### src/hdl/nearest_palette_color_search_macros.svh
// ---------------------------------------------------------------------------
// nearest palette colour search: assertion macros
// clocked on clk, disabled while arst_n is low
// ---------------------------------------------------------------------------
`ifndef NEAREST_PALETTE_COLOR_SEARCH_MACROS_SVH
`define NEAREST_PALETTE_COLOR_SEARCH_MACROS_SVH

// condition holds at every edge
`define NPC_ASSERT_ALWAYS(lbl, cond, msg) \
	lbl: assert property (@(posedge clk) disable iff (!arst_n) (cond)) else $error(msg);

// antecedent at one edge implies consequent at the next
`define NPC_ASSERT_NEXT(lbl, ante, cons, msg) \
	lbl: assert property (@(posedge clk) disable iff (!arst_n) (ante) |=> (cons)) else $error(msg);

// antecedent implies consequent at the same edge
`define NPC_ASSERT_SAME(lbl, ante, cons, msg) \
	lbl: assert property (@(posedge clk) disable iff (!arst_n) (ante) |-> (cons)) else $error(msg);

`endif

### src/hdl/npc_pkg.sv
// ---------------------------------------------------------------------------
// npc_pkg
// shared constants, types and the channel distance function for the
// nearest palette colour search
// ---------------------------------------------------------------------------
package npc_pkg;

	localparam int PALETTE_ENTRIES = 256;
	localparam int IDX_W           = 8;
	localparam int COLOR_W         = 32;
	localparam int CH_W            = 8;
	localparam int NUM_CH          = 4;
	localparam int SQ_W            = 2 * CH_W;
	// four squares of at most 255*255 fit in 18 bits
	localparam int DIST_W          = SQ_W + 2;

	localparam logic CMD_WRITE  = 1'b0;
	localparam logic CMD_LOOKUP = 1'b1;

	typedef logic [IDX_W-1:0]   idx_t;
	typedef logic [COLOR_W-1:0] color_t;
	typedef logic [CH_W-1:0]    chan_t;
	typedef logic [SQ_W-1:0]    sq_t;
	typedef logic [DIST_W-1:0]  dist_t;

	// above any real distance, so the first entry always wins
	localparam dist_t DIST_INIT = '1;

	typedef struct packed {
		logic   vld;
		logic   cmd;
		idx_t   idx;
		color_t color;
		dist_t  best_dist;
		idx_t   best_idx;
	} flow_t;

	function automatic sq_t sq_diff(input chan_t a, input chan_t b);
		chan_t d;
		d = (a > b) ? (a - b) : (b - a);
		return sq_t'(d) * sq_t'(d);
	endfunction

endpackage

### src/hdl/npc_cell.sv
// ---------------------------------------------------------------------------
// npc_cell
// one palette entry of the search row: takes the word from its upstream
// neighbour, loads its entry on a matching write, and on a lookup keeps the
// nearer of the incoming best and its own entry; two register stages
// ---------------------------------------------------------------------------
module npc_cell (
	input  logic           clk,
	input  logic           arst_n,
	input  logic           shift_en,
	input  npc_pkg::idx_t  cell_idx,
	input  npc_pkg::flow_t up,
	output npc_pkg::flow_t dn
);

	npc_pkg::color_t entry_q;
	npc_pkg::flow_t  up_s1;
	npc_pkg::sq_t    sq_s1 [npc_pkg::NUM_CH];
	npc_pkg::flow_t  dn_s2;
	npc_pkg::flow_t  dn_next;
	npc_pkg::dist_t  dist_sum;
	logic            closer;

	// palette entry, loaded as the write word passes this cell
	always_ff @(posedge clk or negedge arst_n) begin
		if (!arst_n) begin
			entry_q <= '0;
		end else if (shift_en && up.vld && up.cmd == npc_pkg::CMD_WRITE
				&& up.idx == cell_idx) begin
			entry_q <= up.color;
		end
	end

	always_ff @(posedge clk) begin
		if (shift_en) begin
			for (int k = 0; k < npc_pkg::NUM_CH; k++) begin
				sq_s1[k] <= npc_pkg::sq_diff(up.color[k*npc_pkg::CH_W +: npc_pkg::CH_W],
					entry_q[k*npc_pkg::CH_W +: npc_pkg::CH_W]);
			end
		end
	end

	assign dist_sum = npc_pkg::dist_t'(sq_s1[0]) + npc_pkg::dist_t'(sq_s1[1])
		+ npc_pkg::dist_t'(sq_s1[2]) + npc_pkg::dist_t'(sq_s1[3]);

	// strict less-than keeps the lower index on a tie
	assign closer = up_s1.vld && up_s1.cmd == npc_pkg::CMD_LOOKUP
		&& dist_sum < up_s1.best_dist;

	always_comb begin
		dn_next = up_s1;
		if (closer) begin
			dn_next.best_dist = dist_sum;
			dn_next.best_idx  = cell_idx;
		end
	end

	always_ff @(posedge clk or negedge arst_n) begin
		if (!arst_n) begin
			up_s1 <= '0;
			dn_s2 <= '0;
		end else if (shift_en) begin
			up_s1 <= up;
			dn_s2 <= dn_next;
		end
	end

	assign dn = dn_s2;

endmodule

### config.mk
export PLATFORM = sky130hd
export DESIGN_NAME = npc_cell
export DESIGN_NICKNAME = d
export VERILOG_FILES = /design/src/hdl/nearest_palette_color_search_macros.svh /design/src/hdl/npc_pkg.sv /design/src/hdl/npc_cell.sv
export SDC_FILE = /design/constraint.sdc
export NUM_CORES = 1
export LEC_CHECK = 0
export BUFFER_PORTS_ARGS = -buffer_cell sky130_fd_sc_hd__buf_2
export CAP_MARGIN = 20
export CORE_MARGIN = 3
export CORE_UTILIZATION = 61
export CTS_CLUSTER_SIZE = 28
export DETAILED_ROUTE_END_ITERATION = 10
export PLACE_DENSITY = 0.81
export SLEW_MARGIN = 5
export SYNTH_ARGS = -nofsm -noshare
export SYNTH_HDL_FRONTEND = slang
export SYNTH_SLANG_ARGS = --single-unit
### constraint.sdc
create_clock -name clk -period 16.7 [get_ports clk]
set_clock_uncertainty 0.05 [all_clocks]
set_input_delay 3.34 -clock clk [delete_from_list [all_inputs] [get_ports clk]]
set_output_delay 3.34 -clock clk [all_outputs]
set_load 0.01 [all_outputs]
==> flow_summary.yaml <==
clock_network:
  clk_pin_slew_worst_paths_ns: 0.06
  cts-root-buf: "sky130_fd_sc_hd__clkbuf_16"
  holdBufCountCts: 0
  clk_path_buf_depth: 3
  htree_num_levels: 1
  clock_latency_ns: 0.53
  tritoncts_num_sinks: 228
  cts.repair_timing.setup_buffer_count: 0
  cts_tree: "built"
  cts_resized: 0
  numCtsBuffers: 26
routing:
  detail_route.first_pass.iterations: 5
  post_drt_via_cell_ratio: 5.71
  detail-route-antenna-nets: 0
  vias: 14000
  route.detailed.wl_per_inst_um: 16.5
  remaining_routing_drc_violations: 0
  totalWireLength_mm: 40.5
  dr.first_iter.drc_count: 740
critical_path:
  critical_path.startpoint: "up[42]"
  critPathTopFamily: "adder cells"
  setup.worst_path.end_class: "register"
  cp-start-kind: "input port"
  slowest_stage_cell_crit_path: "sky130_fd_sc_hd__xor2_1"
  cp_most_frequent_cell: "sky130_fd_sc_hd__inv_1"
  timing.setup.critical_path_class: "input port to register"
  timing.critical_path.required_ns: 16.92
  worst_path_largest_cell_delay_ns: 0.60
  rr_startpoint: "entry_q[8]$_DFFE_PN0P_"
  r2r.worst_path.cells: 24
  destination_of_the_worst_register_to_register_timing_path: "sq_s1[1][15]$_DFFE_PP_"
  path_depth: 26
  crit_fanout: 9
  worst-endpoint-arrival_ns: 9.68
  setup.reg_to_reg.worst_slack_ns: 9.79
  critical_path_buf_inv_count: 6
yosys:
  synth_cell_type_count: 79
  seq_area_frac_synth: 0.310
  synth.largest_area_cell: "sky130_fd_sc_hd__dfrtp_1"
  syn_avg_cell_area_um2: 10.1
  synthFlopType: "sky130_fd_sc_hd__dfrtp_1"
  synth.most_common_cell: "sky130_fd_sc_hd__inv_1"
  ff_latch_count_synth: 228
  synth_top_area_frac: 0.217
  most_frequent_cells_after_synthesis: "sky130_fd_sc_hd__inv_1, sky130_fd_sc_hd__ha_1, sky130_fd_sc_hd__dfrtp_1"
  synthesis.instances: 1916
  ys_warn_count: 0
  async_flop_share: 0.737
  synth_enable_flop_cells: 60
  syn_area_um2: 19400
  netlist_top_cells_area: "sky130_fd_sc_hd__dfrtp_1, sky130_fd_sc_hd__fa_1, sky130_fd_sc_hd__ha_1, sky130_fd_sc_hd__edfxtp_1, sky130_fd_sc_hd__mux2_2"
sta:
  final.period_utilization: 0.567
  tightestPinTransition_ns: 1.02
  final.setup.tns_ns: 0
  fmax_mhz: 106
  hold_violations: 0
  rsz0062_at_grt: "no"
  drv_slew: 0
  slew_headroom: 0.321
  finalSetupViolations: 0
  min_period_ns: 9.47
floorplanning:
  die_h_um: 184
  ioPinCount: 147
  core-area_um2: 30900
  number_of_rows_in_the_core_area: 64
  die-area_um2: 33900
  floorplan.initialDensity: 0.626
  fp.dieW_um: 184
placement:
  gpl.final_weighted_congestion: 0.892
  io_buffer_count: 146
  detailed_place_hpwl_mm: 31.4
layout:
  diodes: 0
  fill_cells: 2297
  num-nets-final: 2479
  syn2layout_area_growth_pct: 9.88
  layout-drive-gt1-share: 0.159
run_status:
  outcome: "completed"
flow_run:
  cap_violations: 0
grt:
  grt_remaining_overflow: 0
  grt_max_degree: 101
  grt_pass1_vias: 14500
  gr-usage-all-layers: 0.241
  wire_length_of_the_first_global_routing_pass_mm: 68.0
  grt_antenna_before_repair: 0
hold_path:
  worstHoldStart: "dn_next[38]$_DFFE_PN0P_"
  timing.hold.worst_path_depth: 1
  timing.hold.worst_endpoint: "dn[38]$_DFFE_PN0P_"
  hold_path_class: "register to register"
routing by layer:
| metal | track usage | vias to the layer above | wire (um) |
|---|---|---|---|
| met3 | 0.0282 | 71 | 2190 |
| met4 | 0.0629 | 0 | 1030 |
| li1 | - | 6704 | - |
| met5 | 0 | - | 0 |
| met1 | 0.319 | 6831 | 17600 |
| met2 | 0.423 | 421 | 19700 |
cell families after synthesis:
group,count (synthesis),share of synthesized area
AND/OR/NAND/NOR,398,0.0980
other,1,0.000194
AO/OA/AOI/OAI,353,0.116
XOR/XNOR,96,0.0450
adder cells (fa/ha/maj),356,0.284
flip-flops,228,0.310
buffers and inverters,349,0.0696
multiplexers,135,0.0771
state kept, by name (all words and copies together) (netlist names):
register,count
dn,68
sq_s1,60
dn_next,42
entry_q,32
up_s1,26
worst max path at each step:
stage,endpoint,slack [ns]
final,sq_s1[2][15]$_DFFE_PP_,7.23
after detailed placement,sq_s1[1][15]$_DFFE_PP_,6.74
after global placement,sq_s1[1][15]$_DFFE_PP_,6.91
after floorplan,sq_s1[1][15]$_DFFE_PP_,7.32
after global routing,sq_s1[1][15]$_DFFE_PP_,6.78
after CTS,sq_s1[2][15]$_DFFE_PP_,7.29
cell usage in the layout (no fill, tap or decap), types with 33 or more instances in the layout:
cell                       netlist  layout
sky130_fd_sc_hd__inv_1         295     295
sky130_fd_sc_hd__ha_1          218     218
sky130_fd_sc_hd__dfrtp_1       168     168
sky130_fd_sc_hd__buf_2          11     144
sky130_fd_sc_hd__nor2_1        141     141
sky130_fd_sc_hd__fa_1          138     138
sky130_fd_sc_hd__nand2_1       105     105
sky130_fd_sc_hd__mux2_2        100     100
sky130_fd_sc_hd__o21ai_0        99      99
sky130_fd_sc_hd__a21oi_1        90      90
sky130_fd_sc_hd__edfxtp_1       60      60
sky130_fd_sc_hd__xnor2_1        56      56
sky130_fd_sc_hd__a21o_1         38      38
sky130_fd_sc_hd__xor2_1         36      36
sky130_fd_sc_hd__mux2i_1        33      33
worst register-to-register path, stage by stage, from the launching register on:
cell and delay (ns):
sky130_fd_sc_hd__dfrtp_1 0.41, sky130_fd_sc_hd__ha_1 0.20, sky130_fd_sc_hd__inv_1 0.07, sky130_fd_sc_hd__fa_1 0.24, sky130_fd_sc_hd__nand3_1 0.11, sky130_fd_sc_hd__a211oi_1 0.22
sky130_fd_sc_hd__o31a_1 0.58, sky130_fd_sc_hd__mux2i_4 0.36, sky130_fd_sc_hd__xor2_2 0.41, sky130_fd_sc_hd__o21bai_1 0.29, sky130_fd_sc_hd__inv_1 0.14, sky130_fd_sc_hd__fa_1 0.47
sky130_fd_sc_hd__fa_1 0.51, sky130_fd_sc_hd__inv_1 0.05, sky130_fd_sc_hd__fa_1 0.47, sky130_fd_sc_hd__fa_1 0.55, sky130_fd_sc_hd__inv_1 0.04, sky130_fd_sc_hd__ha_1 0.33
sky130_fd_sc_hd__o21a_1 0.20, sky130_fd_sc_hd__nor2_1 0.12, sky130_fd_sc_hd__nor2b_1 0.09, sky130_fd_sc_hd__a211oi_1 0.21, sky130_fd_sc_hd__nor2_1 0.09, sky130_fd_sc_hd__o41ai_1 0.31
sky130_fd_sc_hd__xnor2_1 0.13
per-stage QoR:
stage | cell area (um^2) | util | cells | worst slack, ns | hold WS [ns]
floorplan | 19400 | - | 1918 | 7.32 | 0.425
CTS | 21300 | 0.688 | 2458 | 7.29 | 0.452
global placement | 20400 | 0.660 | 2412 | 6.91 | 0.431
global route | 21300 | 0.688 | 2458 | 6.78 | 0.465
detailed placement | 20400 | 0.660 | 2412 | 6.74 | 0.439
finish | 21300 | 0.688 | 2458 | 7.23 | 0.447
cell type report:
cell class	count	area, um^2	share of cell area
clock buffers	34	732	0.0344
well taps	396	495	0.0233
clock inverters	12	121	0.00571
multi-input cells	1341	12000	0.565
flip-flops and latches	228	6010	0.282
repair buffers	151	783	0.0368
inverters	296	1110	0.0523
Power is left out: the tool's default activity adds up to more than one toggle a clock period on the data nets, which glitch-free logic cannot reach.
